**config.mk**
```make
export PLATFORM = sky130hd
export DESIGN_NAME = cascaded_four_bit_function_alu_flat
export DESIGN_NICKNAME = d
export VERILOG_FILES = /design/src/hdl/calu_pkg.sv /design/src/hdl/calu_req_if.sv /design/src/hdl/calu_rsp_if.sv /design/src/hdl/calu_slice.sv /design/src/hdl/calu_stage.sv /design/src/hdl/calu_skid.sv /design/src/hdl/cascaded_four_bit_function_alu.sv /design/src/flat_wrapper.sv
export SDC_FILE = /design/constraint.sdc
export NUM_CORES = 1
export LEC_CHECK = 0
export ABC_AREA = 1
export BUFFER_PORTS_ARGS = -buffer_cell sky130_fd_sc_hd__buf_2
export CAP_MARGIN = 20
export CORE_UTILIZATION = 29
export DETAILED_ROUTE_END_ITERATION = 7
export PLACE_DENSITY_LB_ADDON = 0.12
export SYNTH_ARGS = -nofsm -noshare
export SYNTH_HDL_FRONTEND = slang
export SYNTH_SLANG_ARGS = --single-unit
```
**constraint.sdc**
```tcl
create_clock -name clock -period 8.55 [get_ports clock]
set_input_delay 0.855 -clock clock [delete_from_list [all_inputs] [get_ports clock]]
set_output_delay 0.855 -clock clock [all_outputs]
set_load 0.1 [all_outputs]
```
**src/hdl/calu_pkg.sv**
```systemverilog
// package: shared widths and beat types for the cascaded four-bit function alu
`timescale 1ns / 1ps

package calu_pkg;

   localparam int DATA_W   = 32;
   localparam int NIB_W    = 4;
   localparam int SEL_W    = 4;
   localparam int NIBBLES  = DATA_W / NIB_W;

   // one item as it moves down the slice pipeline
   typedef struct packed {
      logic [DATA_W-1:0] operand_a;
      logic [DATA_W-1:0] operand_b;
      logic              mode;
      logic [SEL_W-1:0]  action;
      logic              carry;
      logic [DATA_W-1:0] result;
      logic              all_equal;
      logic              group_propagate;
      logic              group_generate;
   } beat_type;

   // outputs of one four-bit slice
   typedef struct packed {
      logic [NIB_W-1:0] f;
      logic             cout;
      logic             eq;
      logic             p;
      logic             g;
   } slice_out_type;

endpackage

```
**src/hdl/calu_req_if.sv**
```systemverilog
// interface: request channel carrying operands, carry-in, mode and function select
`timescale 1ns / 1ps

interface calu_req_if;
   import calu_pkg::*;

   logic              valid;
   logic              ready;
   logic [DATA_W-1:0] operand_a;
   logic [DATA_W-1:0] operand_b;
   logic              carry_in;
   logic              mode;
   logic [SEL_W-1:0]  action;

   modport source (output valid, operand_a, operand_b, carry_in, mode, action, input ready);
   modport sink   (input valid, operand_a, operand_b, carry_in, mode, action, output ready);
endinterface

```
**src/hdl/calu_rsp_if.sv**
```systemverilog
// interface: response channel carrying the result word and flags
`timescale 1ns / 1ps

interface calu_rsp_if;
   import calu_pkg::*;

   logic              valid;
   logic              ready;
   logic [DATA_W-1:0] result;
   logic              carry_out;
   logic              all_equal;
   logic              group_propagate;
   logic              group_generate;

   modport source (output valid, result, carry_out, all_equal, group_propagate,
                   group_generate, input ready);
   modport sink   (input valid, result, carry_out, all_equal, group_propagate,
                   group_generate, output ready);
endinterface

```
**src/hdl/calu_slice.sv**
```systemverilog
// module: gate-level four-bit function slice with inverted carries
`timescale 1ns / 1ps

module calu_slice (
   input  logic                              cn,
   input  logic                              m,
   input  logic [calu_pkg::NIB_W-1:0]        a,
   input  logic [calu_pkg::NIB_W-1:0]        b,
   input  logic [calu_pkg::SEL_W-1:0]        s,
   output calu_pkg::slice_out_type           res
);
   import calu_pkg::*;

   logic [NIB_W-1:0] x;
   logic [NIB_W-1:0] y;
   logic             nm;
   logic             c1, c2, c3;
   logic [NIB_W-1:0] f;
   logic             gsum;

   // upper and lower terms per bit
   always_comb begin
      for (int i = 0; i < NIB_W; i++) begin
         x[i] = ~(a[i] | (b[i] & s[0]) | (s[1] & ~b[i]));
         y[i] = ~((~b[i] & s[2] & a[i]) | (a[i] & b[i] & s[3]));
      end
   end

   assign nm = ~m;

   // internal carries, inverted
   assign c1 = ~((nm & x[0]) | (nm & y[0] & cn));
   assign c2 = ~((nm & x[1]) | (nm & x[0] & y[1]) | (nm & cn & y[0] & y[1]));
   assign c3 = ~((nm & x[2]) | (nm & x[1] & y[2]) | (nm & x[0] & y[1] & y[2])
                 | (nm & cn & y[0] & y[1] & y[2]));

   assign f[0] = ~(cn & nm) ^ (~x[0] & y[0]);
   assign f[1] = c1 ^ (~x[1] & y[1]);
   assign f[2] = c2 ^ (~x[2] & y[2]);
   assign f[3] = c3 ^ (~x[3] & y[3]);

   assign gsum = (x[0] & y[1] & y[2] & y[3]) | (x[1] & y[2] & y[3])
               | (x[2] & y[3]) | x[3];

   assign res.f    = f;
   assign res.eq   = &f;
   assign res.p    = ~(&y);
   assign res.g    = ~gsum;
   assign res.cout = (cn & (&y)) | gsum;

endmodule

```
**src/hdl/calu_stage.sv**
```systemverilog
// module: one pipeline stage that applies slice INDEX and registers the beat
`timescale 1ns / 1ps

module calu_stage #(
   parameter int INDEX = 0
) (
   input  logic               clock,
   input  logic               reset,
   input  logic               in_valid,
   output logic               in_ready,
   input  calu_pkg::beat_type in_beat,
   output logic               out_valid,
   input  logic               out_ready,
   output calu_pkg::beat_type out_beat
);
   import calu_pkg::*;

   localparam int LO     = INDEX * NIB_W;
   // result position kept inside the word for slices above the operand width
   localparam int LO_RES = (INDEX < NIBBLES) ? LO : 0;

   logic [NIB_W-1:0] nib_a;
   logic [NIB_W-1:0] nib_b;
   slice_out_type    sres;
   beat_type         beat_in;
   beat_type         beat_ff;
   logic             valid_ff;

   // slices above the operand width see zero operand bits
   generate
      if (INDEX < NIBBLES) begin : g_data
         assign nib_a = in_beat.operand_a[LO +: NIB_W];
         assign nib_b = in_beat.operand_b[LO +: NIB_W];
      end else begin : g_zero
         assign nib_a = '0;
         assign nib_b = '0;
      end
   endgenerate

   calu_slice u_slice (
      .cn  (in_beat.carry),
      .m   (in_beat.mode),
      .a   (nib_a),
      .b   (nib_b),
      .s   (in_beat.action),
      .res (sres)
   );

   always_comb begin
      beat_in                 = in_beat;
      beat_in.carry           = sres.cout;
      beat_in.all_equal       = in_beat.all_equal & sres.eq;
      beat_in.group_propagate = sres.p;
      beat_in.group_generate  = sres.g;
      if (INDEX < NIBBLES) begin
         beat_in.result[LO_RES +: NIB_W] = sres.f;
      end
   end

   assign in_ready = ~valid_ff | out_ready;

   always_ff @(posedge clock) begin
      if (reset) begin
         valid_ff <= 1'b0;
      end else if (in_ready) begin
         valid_ff <= in_valid;
      end
   end

   always_ff @(posedge clock) begin
      if (in_ready && in_valid) begin
         beat_ff <= beat_in;
      end
   end

   assign out_valid = valid_ff;
   assign out_beat  = beat_ff;

endmodule

```
**src/hdl/calu_skid.sv**
```systemverilog
// module: output register with skid entry so the request side sees a registered ready
`timescale 1ns / 1ps

module calu_skid (
   input  logic               clock,
   input  logic               reset,
   input  logic               in_valid,
   output logic               in_ready,
   input  calu_pkg::beat_type in_beat,
   output logic               out_valid,
   input  logic               out_ready,
   output calu_pkg::beat_type out_beat
);
   import calu_pkg::*;

   logic     out_valid_ff;
   logic     skid_valid_ff;
   beat_type out_beat_ff;
   beat_type skid_beat_ff;

   assign in_ready = ~skid_valid_ff;

   always_ff @(posedge clock) begin
      if (reset) begin
         out_valid_ff  <= 1'b0;
         skid_valid_ff <= 1'b0;
      end else if (~out_valid_ff || out_ready) begin
         if (skid_valid_ff) begin
            out_valid_ff  <= 1'b1;
            skid_valid_ff <= 1'b0;
         end else begin
            out_valid_ff  <= in_valid;
         end
      end else if (in_valid && in_ready) begin
         skid_valid_ff <= 1'b1;
      end
   end

   always_ff @(posedge clock) begin
      if (~out_valid_ff || out_ready) begin
         if (skid_valid_ff) begin
            out_beat_ff <= skid_beat_ff;
         end else if (in_valid) begin
            out_beat_ff <= in_beat;
         end
      end else if (in_valid && in_ready) begin
         skid_beat_ff <= in_beat;
      end
   end

   assign out_valid = out_valid_ff;
   assign out_beat  = out_beat_ff;

endmodule

```
**src/hdl/cascaded_four_bit_function_alu.sv**
```systemverilog
// top level: cascaded four-bit function alu, one slice per pipeline stage
`timescale 1ns / 1ps
//
// usage
//   req_bus carries two operand words, an inverted carry-in, the mode bit
//   (1 = logic, 0 = arithmetic) and the 4-bit function select. rsp_bus returns
//   the result word, the inverted carry-out, the all-ones flag and the top
//   slice's propagate and generate. a beat moves when valid and ready are high.
// throughput and path
//   one beat per clock while rsp_bus ready is high. a beat passes through each of
//   SLICES slice stages in turn, then sits in the output register before it
//   appears on rsp_bus; the carry ripple through the slices sets the stage count.
// reset
//   synchronous; clears all stage valid bits and the output buffer. req_bus
//   ready is high in the first cycle after reset.
// stalls
//   when rsp_bus ready is low, the stages fill up and hold their beats; the
//   skid entry at the output keeps req_bus ready off a combinational path
//   from rsp_bus ready. nothing is lost or repeated.
//
module cascaded_four_bit_function_alu #(
   parameter int SLICES = 8
) (
   input  logic              clock,
   input  logic              reset,
   calu_req_if.sink          req_bus,
   calu_rsp_if.source        rsp_bus
);
   import calu_pkg::*;

   beat_type               head_beat;
   beat_type               stage_beat  [SLICES];
   logic     [SLICES-1:0]  stage_valid;
   logic     [SLICES:0]    stage_ready;
   beat_type               rsp_beat;

   // beat entering slice 0: result empty, equality flag primed
   always_comb begin
      head_beat                 = '0;
      head_beat.operand_a       = req_bus.operand_a;
      head_beat.operand_b       = req_bus.operand_b;
      head_beat.mode            = req_bus.mode;
      head_beat.action          = req_bus.action;
      head_beat.carry           = req_bus.carry_in;
      head_beat.all_equal       = 1'b1;
   end

   assign req_bus.ready = stage_ready[0];

   // carry ripples from one stage to the next together with the beat
   generate
      for (genvar k = 0; k < SLICES; k++) begin : g_stage
         if (k == 0) begin : g_first
            calu_stage #(.INDEX(k)) u_stage (
               .clock     (clock),
               .reset     (reset),
               .in_valid  (req_bus.valid),
               .in_ready  (stage_ready[k]),
               .in_beat   (head_beat),
               .out_valid (stage_valid[k]),
               .out_ready (stage_ready[k+1]),
               .out_beat  (stage_beat[k])
            );
         end else begin : g_next
            calu_stage #(.INDEX(k)) u_stage (
               .clock     (clock),
               .reset     (reset),
               .in_valid  (stage_valid[k-1]),
               .in_ready  (stage_ready[k]),
               .in_beat   (stage_beat[k-1]),
               .out_valid (stage_valid[k]),
               .out_ready (stage_ready[k+1]),
               .out_beat  (stage_beat[k])
            );
         end
      end
   endgenerate

   // output register plus skid entry
   calu_skid u_skid (
      .clock     (clock),
      .reset     (reset),
      .in_valid  (stage_valid[SLICES-1]),
      .in_ready  (stage_ready[SLICES]),
      .in_beat   (stage_beat[SLICES-1]),
      .out_valid (rsp_bus.valid),
      .out_ready (rsp_bus.ready),
      .out_beat  (rsp_beat)
   );

   assign rsp_bus.result          = rsp_beat.result;
   assign rsp_bus.carry_out       = rsp_beat.carry;
   assign rsp_bus.all_equal       = rsp_beat.all_equal;
   assign rsp_bus.group_propagate = rsp_beat.group_propagate;
   assign rsp_bus.group_generate  = rsp_beat.group_generate;

endmodule

```
**src/flat_wrapper.sv**
```systemverilog
// flat-port wrapper written by rule: the top's interface ports become plain ports
module cascaded_four_bit_function_alu_flat import calu_pkg::*;
#(
   parameter int SLICES = 8
)
  (clock, reset, req_bus_valid, req_bus_operand_a, req_bus_operand_b, req_bus_carry_in, req_bus_mode, req_bus_action, req_bus_ready, rsp_bus_valid, rsp_bus_result, rsp_bus_carry_out, rsp_bus_all_equal, rsp_bus_group_propagate, rsp_bus_group_generate, rsp_bus_ready);
  calu_req_if req_bus_i ();
  calu_rsp_if rsp_bus_i ();
  input  logic clock;
  input  logic reset;
  input wire logic [$bits(req_bus_i.valid)-1:0] req_bus_valid;
  input wire logic [$bits(req_bus_i.operand_a)-1:0] req_bus_operand_a;
  input wire logic [$bits(req_bus_i.operand_b)-1:0] req_bus_operand_b;
  input wire logic [$bits(req_bus_i.carry_in)-1:0] req_bus_carry_in;
  input wire logic [$bits(req_bus_i.mode)-1:0] req_bus_mode;
  input wire logic [$bits(req_bus_i.action)-1:0] req_bus_action;
  output wire logic [$bits(req_bus_i.ready)-1:0] req_bus_ready;
  output wire logic [$bits(rsp_bus_i.valid)-1:0] rsp_bus_valid;
  output wire logic [$bits(rsp_bus_i.result)-1:0] rsp_bus_result;
  output wire logic [$bits(rsp_bus_i.carry_out)-1:0] rsp_bus_carry_out;
  output wire logic [$bits(rsp_bus_i.all_equal)-1:0] rsp_bus_all_equal;
  output wire logic [$bits(rsp_bus_i.group_propagate)-1:0] rsp_bus_group_propagate;
  output wire logic [$bits(rsp_bus_i.group_generate)-1:0] rsp_bus_group_generate;
  input wire logic [$bits(rsp_bus_i.ready)-1:0] rsp_bus_ready;
  assign req_bus_i.valid = req_bus_valid;
  assign req_bus_i.operand_a = req_bus_operand_a;
  assign req_bus_i.operand_b = req_bus_operand_b;
  assign req_bus_i.carry_in = req_bus_carry_in;
  assign req_bus_i.mode = req_bus_mode;
  assign req_bus_i.action = req_bus_action;
  assign req_bus_ready = req_bus_i.ready;
  assign rsp_bus_valid = rsp_bus_i.valid;
  assign rsp_bus_result = rsp_bus_i.result;
  assign rsp_bus_carry_out = rsp_bus_i.carry_out;
  assign rsp_bus_all_equal = rsp_bus_i.all_equal;
  assign rsp_bus_group_propagate = rsp_bus_i.group_propagate;
  assign rsp_bus_group_generate = rsp_bus_i.group_generate;
  assign rsp_bus_i.ready = rsp_bus_ready;
  cascaded_four_bit_function_alu #(.SLICES(SLICES)) u_core (.clock(clock), .reset(reset), .req_bus(req_bus_i), .rsp_bus(rsp_bus_i));
endmodule
```
# After elaboration in Yosys (flattened, before gate mapping)
# Index checks and enable logic that the tools add are counted.
dict set report word_totals {
  word_cells 855
  output_inout_bits 38
  ff_bits 727
}
dict set report op_classes {
  n_reduce_logical 30
  muxes 3
  n_bitwise 748
}
# op n
set op_table {}
lappend op_table {{$and A1 B1 Y1} 383}
lappend op_table {{$or A1 B1 Y1} 184}
lappend op_table {{$not A1 Y1} 149}
lappend op_table {{$mux W36} 2}
lappend op_table {{$reduce_and A4 Y1} 16}
lappend op_table {{$xor A1 B1 Y1} 32}
lappend op_table {{$logic_and A1 B1 Y1} 9}
lappend op_table {{$reduce_and A2 Y1} 2}
lappend op_table {{$reduce_bool A2 Y1} 1}
lappend op_table {{$reduce_or A2 Y1} 1}
lappend op_table {{$logic_or A1 B1 Y1} 1}
lappend op_table {{$mux W1} 1}

# Longest topological paths before layout
# Gate-level depths: netlist of the first run.
dict set report depth {
  depth_word 13
  mapped_depth 11
  ltp_nobuf 11
}

# Cells and area by module
# A second synthesis of the first run with hierarchy kept.
dict set report unflattened {
  hier_cells 2187
  area_unflattened_um2 36725.2
}
# mod cells_per_inst area_each_um2 n_inst seq_area_each_um2
set by_module_without_submodules {}
lappend by_module_without_submodules {calu_stage 113 3208.1 8 3173.0}
lappend by_module_without_submodules {calu_skid 561 7729.9 1 6346.1}
lappend by_module_without_submodules {calu_slice 90 415.4 8 0.0}
lappend by_module_without_submodules {cascaded_four_bit_function_alu 2 7.5 1 0.0}

# Worst setup path before layout of the first run
# Ideal clock, no wire load.
dict set report synth_path {
  path_type {in2reg}
  from {input port req_bus_valid}
  to {register u_core.g_stage[0].g_first.u_stage.beat_ff (netlist bit u_core.g_stage[0].g_first.u_stage.out_beat[100]), enable pin}
  setup_ns 0.514
  cell_stages 2
  required_ns 8.036
  path_slack_ns 3.889
  n_path_buf 0
  t_arrival_ns 4.147
  path_cell_list {inv_1 -> a21oi_1}
}
dict set report synth_via {
  elab_chain_len 1
}
# item line_no
set synth_rtl {}
lappend synth_rtl {{start, declared} flat_wrapper.sv:11} ;# input wire logic [$bits(req_bus_i.valid)-1:0] req_bus_valid;
lappend synth_rtl {{$logic_and A1 B1 Y1} calu_stage.sv:71} ;# if (in_ready && in_valid) begin
lappend synth_rtl {{end signal, assigned} calu_stage.sv:72} ;# beat_ff <= beat_in;
lappend synth_rtl {{end, declared} calu_stage.sv:26} ;# beat_type beat_ff;
# No other way between the ends.
# A chain may end at the register's enable or synchronous reset.

# Final worst setup path of the first run
dict set report layout_path {
  from {register u_core.u_skid.skid_valid_ff}
  to {output port req_bus_ready}
}
dict set report layout_via {
  elab_chain_len 9
}
# item line_no
set layout_rtl {}
lappend layout_rtl {{start, declared} calu_skid.sv:17} ;# logic skid_valid_ff;
lappend layout_rtl {{start signal, assigned} calu_skid.sv:26} ;# skid_valid_ff <= 1'b0;
lappend layout_rtl {{start signal, assigned} calu_skid.sv:30} ;# skid_valid_ff <= 1'b0;
lappend layout_rtl {{start signal, assigned} calu_skid.sv:35} ;# skid_valid_ff <= 1'b1;
lappend layout_rtl {{$not A1 Y1} calu_skid.sv:21} ;# assign in_ready = ~skid_valid_ff;
lappend layout_rtl {{$or A1 B1 Y1 (8 in series)} calu_stage.sv:60} ;# assign in_ready = ~valid_ff | out_ready;
lappend layout_rtl {{end, declared} flat_wrapper.sv:17} ;# output wire logic [$bits(req_bus_i.ready)-1:0] req_bus_ready;
# No other way between the ends.

==> flow_summary.yaml, run 1 <==
status:
  status: "complete, no violations"
layout:
  antenna_cells: 0
  design_area_sq_um: 21800
  area_growth_pct: 18.2
  instances_no_fill: 2328
  fin_nets: 1513
  drive_gt1_share_pct: 16.3
grt:
  use_met1_pct: 12.3
  grt_pass1_wl_microns: 47700
  met2_usage_pct: 14.4
  grt_use_met3_pct: 2.07
  global_route.overflow_total: 0
  grt_pass1_vias: 9096
  grt_usage_pct: 9.23
  antenna_found_initial: 0
  grt-busiest-layer: "met2"
  grt_max_degree: 64
critical_path:
  cp.depth: 9
  cp_slowest_stage_delay_ps: 430
  crit_start: "u_core.u_skid.skid_valid_ff"
  path_cells: "buf_4 -> nand2_1 -> inv_2 -> nand3_2 -> nor2_4 -> nand3_2 -> nor2_4 -> nand2_2 -> buf_2"
  crit_family: "buffers and inverters"
  startpoint_type: "flop"
  cp-endpoint: "req_bus_ready"
  critPathBufInv: 3
  reg2reg_from: "u_core.u_skid.skid_valid_ff"
  crit_required_ps: 7700
  crit_slowest_cell: "buf_4"
  worstPathArrival_ps: 2610
  rrSetupSlack_ps: 5970
  reg2reg_to: "u_core.g_stage[0].g_first.u_stage.out_beat[5]"
  rr_worst_depth: 9
  crit_path_end_kind: "output pin"
  path_max_fanout: 39
  path_class: "flop to output pin"
clocking:
  post_cts_resized: 0
  cts_buffers: 54
  ctsLongestPathBuffers: 3
  clk_latency_ps: 590
  clk_pin_slew_worst_paths_ps: 60
  htreeDepth: 2
  clockRootBuffer: "clkbuf_16"
  postCtsHoldBufs: 0
  post_cts_buffers: 0
  cts_tree: "done"
  cts.sinks: 503
sta:
  fin_setup_tns_ps: 0
  rsz0062_at_grt: "no"
  maxSlewViolCount: 0
  fin_crit_ps: 3470
  slew_headroom_pct: 30.8
  setup_viol: 0
  fmax_mhz: 288
  finalHoldViolCount: 0
  fin_crit_sh_pct: 40.6
  clock_skew_ps: 15.9
  tightestPinTransition_ps: 1040
  holdWs_ps: 407
die:
  dieArea_sq_um: 64700
  fp.dieW_microns: 254
  num_rows: 92
  coreArea_sq_um: 63000
  initial_core_util_pct: 29.3
  io_pins: 112
  die_h_microns: 254
routing:
  firstDrtPassIters: 6
  wl_per_cell_microns: 12.5
  via_per_inst: 3.93
  vias: 9155
  drtIter0Drc: 496
  drcViolationCount: 0
  antenna_left: 0
  drt_wl_total_microns: 29200
power_and_ir_drop:
  power_leakage_nw: 8.11
  peakVddDrop_v: 0.000133
  p_per_area_nw_per_um2: 231
  fin_total_pwr_w: 0.00505
synthesis:
  synth_compound_area_share_pct: 1.15
  syn_area_sq_um: 18500
  synth_top_family_by_area: "simple AND/OR/NAND/NOR gates"
  synthCells: 1268
  synth_adder_area_share_pct: 0
  synth_area_leaders: "edfxtp_1, nand2_1, inv_1"
  yosysSeqAreaShare_pct: 81.3
  synthMuxAreaShare_pct: 2.20
  yosysTopAreaCell: "edfxtp_1"
  synth-xor-area-share_pct: 0
  synth.distinct_cells: 25
  yosys_warnings: 0
  ys_seq_elements: 503
  netlist.area_leader.share_pct: 80.2
  synthSimpleGateAreaFrac_pct: 11.9
  syn_nets: 1342
  avgSynthCellArea_sq_um: 14.6
job:
  drv_cap: 0
placement:
  dpl.cell_count: 2228
  port_buffers: 111
  place_area_sq_um: 20200
  place_congestion: 0.777
  hpwl_microns: 19300
min_path:
  hold_path_class: "flop to flop"
-- layer usage --
metal / up-vias / share of wire (%)
met3: 56 / 4.5
met5: - / 0
met1: 4182 / 48
met2: 138 / 44
met4: 0 / 2.8
li1: 4779 / -
-- through the flow --
stage | worst slack, ps | utilization (%)
CTS | 4980 | 34.6
detailed placement | 5640 | 32.0
global placement | 5630 | 32.0
global route | 4820 | 34.7
finish | 5080 | 34.7
floorplan | 3890 | -
-- how the worst min path moves through the flow --
| stage | start | end | slack [ps] | depth (start not counted) |
|---|---|---|---|---|
| floorplan | u_core.g_stage[0].g_first.u_stage.out_beat[100] | u_core.g_stage[1].g_next.u_stage.out_beat[100] | 400 | 0 |
| global placement | u_core.g_stage[3].g_next.u_stage.out_beat[3] | u_core.g_stage[4].g_next.u_stage.out_beat[3] | 400 | 0 |
| detailed placement | u_core.g_stage[0].g_first.u_stage.out_beat[55] | u_core.g_stage[1].g_next.u_stage.out_beat[55] | 400 | 0 |
| CTS | req_bus_operand_a[28] | u_core.g_stage[0].g_first.u_stage.out_beat[101] | 400 | 1 |
| global route | u_core.g_stage[1].g_next.u_stage.out_beat[101] | u_core.g_stage[2].g_next.u_stage.out_beat[101] | 410 | 0 |
| finish | u_core.g_stage[1].g_next.u_stage.out_beat[101] | u_core.g_stage[2].g_next.u_stage.out_beat[101] | 410 | 0 |
-- worst register-to-register path, stage by stage, from the launching register on --
cell and delay [ps]:
dfxtp_2 310, buf_4 430, nand2_1 170, inv_2 160, nand3_2 110, nor2_4 160
nand3_2 130, nor2_4 190, a21oi_4 120, buf_4 340
-- cell usage in the layout (no fill, tap or decap), types with 8 or more instances in the layout --
cell / synthesis / final
inv_1: 163 / 161
nand4_1: 11 / 11
buf_4: 0 / 8
nand3_1: 109 / 109
nor2_1: 114 / 109
clkinv_1: 0 / 22
dfxtp_1: 10 / 9
o21ai_0: 11 / 11
nand2_1: 262 / 262
buf_2: 4 / 111
a21oi_1: 17 / 16
clkbuf_1: 1 / 9
mux2_2: 36 / 36
clkbuf_16: 0 / 55
edfxtp_1: 493 / 493
-- synthesized netlist by cell type (all sizes together) --
cell type    n
o21ai       13
mux2        36
a31oi        2
dfxtp       10
o211ai       6
and2         7
inv        164
nand2      263
nor3         7
nand3      111
clkbuf       1
buf          4
or2          2
a21oi       17
edfxtp     493
nor2       116
nand4       11
nand3b       5
-- final cells by class --
| class | instances | area (sq um) |
|---|---|---|
| Clock buffer | 64 | 1410 |
| Clock inverter | 35 | 209 |
| Fill cell | 6063 | 41100 |
| Inverter | 164 | 616 |
| Multi-Input combinational cell | 596 | 2880 |
| Sequential cell | 503 | 15000 |
| Tap cell | 846 | 1060 |
| Timing Repair Buffer | 120 | 636 |
-- state kept, by name, summed over array words and instances, names as in the netlist --
name / count
u_core.g_stage.g_next.u_stage.out_beat: 354
u_core.g_stage.g_first.u_stage.out_beat: 67
u_core.u_skid.out_beat: 36
u_core.u_skid.skid_beat_ff: 36
u_core.g_stage.g_next.u_stage.out_valid: 7
u_core.g_stage.g_first.u_stage.out_valid: 1
u_core.u_skid.out_valid: 1
u_core.u_skid.skid_valid_ff: 1
-- cells by family (layout without fill, tap and decap cells) --
logic type	count (synthesis)	in the layout
simple gates	522	522
flops	503	503
mux	36	36
compound gates	38	38
buf+inv	169	383
-- report_power, final --
group          internal, W  switching, W  total, W  leakage, nW
clock              0.00123      0.000901   0.00213        0.783
sequential         0.00276     0.0000239   0.00279         4.61
combinational    0.0000443     0.0000877  0.000132         2.72
(Power assumes the default switching activity.)
==> run 2, diff against run 1 <==
Clock period 8.55 ns to 3.5 ns, I/O delays scaled along.
==> flow_summary.yaml, run 2 (same netlist as run 1, synthesis figures left out) <==
status:
  status: "complete, no violations"
die:
  coreArea_sq_um: 63000
  io_pins: 112
  die_h_microns: 254
  dieArea_sq_um: 64700
  initial_core_util_pct: 29.3
  num_rows: 92
  fp.dieW_microns: 254
critical_path:
  crit_path_end_kind: "output pin"
  startpoint_type: "flop"
  rrSetupSlack_ps: 1450
  worstPathArrival_ps: 2120
  path_max_fanout: 4
  path_class: "flop to output pin"
  path_cells: "nand2_1 -> inv_2 -> nand3_2 -> nor2_4 -> nand3_2 -> nor2_4 -> nand2_2 -> buf_2"
  cp_slowest_stage_delay_ps: 340
  crit_required_ps: 3150
  crit_slowest_cell: "dfxtp_1"
routing:
  firstDrtPassIters: 5
  wl_per_cell_microns: 12.5
  antenna_left: 0
  drtIter0Drc: 482
  vias: 9498
  via_per_inst: 3.97
  drcViolationCount: 0
  drt_wl_total_microns: 29900
grt:
  global_route.overflow_total: 0
  grt_usage_pct: 9.41
  grt_max_degree: 68
  grt_pass1_vias: 9407
  antenna_found_initial: 0
  grt_pass1_wl_microns: 48700
layout:
  antenna_cells: 0
  area_growth_pct: 21.8
  final_common_cell: "edfxtp_1"
  final_cell_mix: "edfxtp_1, nand2_1, inv_1"
  largest_reg_flops: 354
  drive_gt1_share_pct: 15.9
  fin_nets: 1577
sta:
  maxSlewViolCount: 0
  tightestPinTransition_ps: 886
  fmax_mhz: 405
  final.setup.worst_slack_ps: 1030
  rsz0062_at_grt: "no"
  clock_skew_ps: 12.5
  setup_viol: 0
  slew_headroom_pct: 41.0
  finalHoldViolCount: 0
  fin_crit_ps: 2470
  fin_crit_sh_pct: 70.6
  fin_setup_tns_ps: 0
power_and_ir_drop:
  power_leakage_nw: 8.40
  p_per_area_nw_per_um2: 551
  peakVddDrop_v: 0.000336
placement:
  dp_slack_ps: 1240
  hpwl_microns: 19700
  port_buffers: 111
  place_congestion: 0.781
clocking:
  ctsLongestPathBuffers: 3
  htreeDepth: 2
  cts_buffers: 53
  clk_pin_slew_worst_paths_ps: 60
  cts_tree: "done"
  cts.sinks: 503
  clk_latency_ps: 590
  clockRootBuffer: "clkbuf_16"
min_path:
  hold_path_class: "input pin to flop"
job:
  drv_cap: 0
## run 2: worst max-delay path, delay by kind of cell, from the launching register on
family                 cells  cell delay (ps)
buffers and inverters      2              420
DFF                        1              340
and+or+nand+nor            6              770
## run 2: path summary, 6_finish.rpt
kind / cells after the start / to / from
max: 8 / req_bus_ready / u_core.g_stage[7].g_next.u_stage.out_valid
max reg2reg: 8 / u_core.g_stage[0].g_first.u_stage.out_beat[3] / u_core.g_stage[7].g_next.u_stage.out_valid
min reg2reg: 0 / u_core.g_stage[2].g_next.u_stage.out_beat[55] / u_core.g_stage[1].g_next.u_stage.out_beat[55]
min: 2 / u_core.g_stage[0].g_first.u_stage.out_valid / reset
## run 2: stage by stage
step | std cells | hold slack [ps] | power (W) | instance area, sq um | util [%]
after detailed placement | 2230 | 405 | 0.00728 | 20200 | 32.1
after global routing | 2391 | 46.2 | 0.0129 | 22500 | 35.7
after CTS | 2388 | 15.6 | 0.0126 | 22400 | 35.6
final | 2391 | 61.5 | 0.0124 | 22500 | 35.7
after floorplan | 1268 | 400 | 0.00713 | 18500 | -
after global placement | 2230 | 403 | 0.00727 | 20200 | 32.1
## run 2: area by class of cell
type / count / area, sq um
tap: 846 / 1060
sequential: 503 / 15000
inverter: 164 / 616
clock buffer: 68 / 1380
multi-input combinational: 596 / 2880
clock inverter: 29 / 226
fill: 6041 / 40500
timing repair buffer: 185 / 1310
## run 2: power breakdown
| group | total, W | switching, W | internal, W |
|---|---|---|---|
| clock network | 0.00520 | 0.00220 | 0.00301 |
| registers | 0.00681 | 0.0000598 | 0.00675 |
| logic | 0.000382 | 0.000225 | 0.000156 |
| total | 0.0124 | 0.00248 | 0.00991 |
## run 2: layer usage
layer	share of wire (%)	GRT usage [%]
met4	2.8	3.77
met1	48	12.4
met5	0	0
met3	4.3	2.33
met2	45	14.8
## run 2: repair_timing
item / 4_1_cts / 5_1_grt
hold endpoints to repair: 61 / 0
setup buffers: 0 / 0
resized for setup: 0 / 0
hold buffers: 61 / 0
==> run 3, diff against run 2 <==
Settings changed: ABC_AREA 1 to 0.
Clock period 3.5 ns to 2.4 ns, I/O delays scaled along.
==> flow_summary.yaml, run 3 <==
status:
  status: "complete, no violations"
die:
  initial_core_util_pct: 29.3
  num_rows: 92
  die_h_microns: 254
  fp.dieW_microns: 254
  dieArea_sq_um: 64600
  coreArea_sq_um: 63000
  io_pins: 112
grt:
  grt-busiest-layer: "met2"
  grt_usage_pct: 9.44
  grt_use_met3_pct: 2.47
  grt_max_degree: 52
  antenna_found_initial: 0
  grt_pass1_vias: 8919
  grt_pass1_wl_microns: 48500
  met2_usage_pct: 15.0
  use_met1_pct: 12.3
  global_route.overflow_total: 0
clocking:
  ctsLongestPathBuffers: 3
  cts.sinks: 503
  post_cts_buffers: 0
  clockRootBuffer: "clkbuf_16"
  htreeDepth: 2
  clk_pin_slew_worst_paths_ps: 60
  cts_tree: "done"
  clk_latency_ps: 590
  cts_buffers: 53
synthesis:
  ys.flop_type: "edfxtp_1"
  synthTopCellsByCount: "edfxtp_1, nand2_1, mux2_2, a21oi_1, nor2b_1"
  avgSynthCellArea_sq_um: 19.2
  yosys_warnings: 0
  async_flop_share_pct: 0
  yosysTopAreaCell: "edfxtp_1"
  yosysMostFrequentCell: "edfxtp_1"
  syn_area_sq_um: 18400
  synth.distinct_cells: 59
  synth_area_leaders: "edfxtp_1, mux2_2, mux4_2"
  yosysSeqAreaShare_pct: 81.4
  netlist.area_leader.share_pct: 80.3
  syn_nets: 1034
  synthCells: 960
  synth-edff-count: 493
  ys_seq_elements: 503
placement:
  dp_slack_ps: 415
  hpwl_microns: 20000
  port_buffers: 111
  place_congestion: 0.795
  place_area_sq_um: 20400
min_path:
  hold_path_class: "input pin to flop"
layout:
  antenna_cells: 0
  largest_reg_flops: 354
  area_growth_pct: 23.0
  drive_gt1_share_pct: 24.8
  post-route-util_pct: 36.0
  fin_nets: 1281
  final_common_cell: "edfxtp_1"
  design_area_sq_um: 22700
  fill_cells: 5891
  final_cell_mix: "edfxtp_1, buf_2, dlygate4sd3_1"
sta:
  holdWs_ps: 56.7
  fin_crit_ps: 2180
  tightestPinTransition_ps: 580
  setup_viol: 0
  finalHoldViolCount: 0
  final.setup.worst_slack_ps: 217
  rsz0062_at_grt: "no"
  maxSlewViolCount: 0
  fmax_mhz: 458
  clock_skew_ps: 22.3
  slew_headroom_pct: 61.3
  fin_crit_sh_pct: 91.0
critical_path:
  crit_path_end_kind: "output pin"
  critPathBufInv: 1
  path_max_fanout: 7
  crit_slowest_cell: "dfxtp_4"
  worstPathArrival_ps: 1940
  startpoint_type: "flop"
  path_class: "flop to output pin"
  path_common_cell: "nand4_1"
  crit_family: "simple AND/OR/NAND/NOR gates"
  cp_slowest_stage_delay_ps: 410
  path_cells: "nand4_1 -> nor2_4 -> nand4_1 -> buf_2"
  crit_required_ps: 2160
  rrSetupSlack_ps: 450
power_and_ir_drop:
  peakVddDrop_v: 0.000537
  power_leakage_nw: 7.61
  p_per_area_nw_per_um2: 798
routing:
  drcViolationCount: 0
  wl_per_cell_microns: 14.4
  drt_wl_total_microns: 30200
  antenna_left: 0
  vias: 8687
  drtIter0Drc: 409
  firstDrtPassIters: 7
  via_per_inst: 4.15
job:
  drv_cap: 0
==> run 3: changes by cell type after synthesis, sizes merged, moves of 13 or more <==
| cell | delta |
|---|---|
| nand2 | -211 |
| inv | -132 |
| nand3 | -108 |
| nor2 | -84 |
| nor2b | +34 |
| a21oi | +24 |
| xnor2 | +23 |
| mux2 | +20 |
| mux4 | +20 |
| a211oi | +18 |
| o21ai | +15 |
| a211o | +13 |
==> run 3: where the power goes <==
group	internal (W)	switching (W)
Clock	0.00448	0.00318
Sequential	0.00980	0.0000952
Combinational	0.000275	0.000255
==> run 3: worst paths after layout <==
kind,start,depth (start not counted),to
setup / recovery,u_core.g_stage[5].g_next.u_stage.out_valid,4,req_bus_ready
hold / removal,req_bus_carry_in,3,u_core.g_stage[0].g_first.u_stage.out_beat[3]
setup reg to reg,u_core.g_stage[0].g_first.u_stage.out_beat[37],6,u_core.g_stage[1].g_next.u_stage.out_beat[2]
hold reg to reg,u_core.g_stage[1].g_next.u_stage.out_beat[71],0,u_core.g_stage[2].g_next.u_stage.out_beat[71]
==> run 3: worst register-to-register path, cell delays in order, from the launching register on <==
cell and delay [ps]:
edfxtp_1 530, nor2b_1 200, a211oi_1 250, a21oi_1 120, a221oi_2 310, xnor2_1 130, and4_1 160
==> run 3: layout make-up <==
class	count	area (sq um)	area share (%)
Tap cell	846	1060	4.67
Multi-Input combinational cell	416	3370	14.9
Clock buffer	68	1430	6.29
Timing Repair Buffer	201	1480	6.54
Clock inverter	28	204	0.900
Inverter	32	120	0.530
Sequential cell	503	15000	66.2
==> run 3: per-stage QoR <==
step                      power (W)  setup TNS [ps]  cells
final                        0.0181               0   2094
after global routing         0.0188               0   2094
after CTS                    0.0184               0   2094
after detailed placement     0.0105               0   1933
after global placement       0.0105               0   1933
after floorplan              0.0103          -93510    960
==> run 3: logic make-up after synthesis <==
| logic type | count (synthesis) | synth area share (%) |
|---|---|---|
| buffers and inverters | 41 | 0.835 |
| AO/OA/AOI/OAI | 149 | 5.77 |
| AND/OR/NAND/NOR | 153 | 4.19 |
| XOR/XNOR | 33 | 1.57 |
| multiplexers | 81 | 6.24 |
| flip-flops | 503 | 81.4 |
==> run 3: timing repair <==
action | in CTS | in global routing
hold buffers | 65 | 0
gates resized for setup | 0 | 0
hold endpoints to repair | 72 | 0
endpoints found under the setup margin | 0 | 0
==> run 3: layer usage <==
layer,vias up,wire (microns)
met2,141,13900
met5,-,0
met3,61,1370
met4,0,783
met1,4186,14100
li1,4299,-
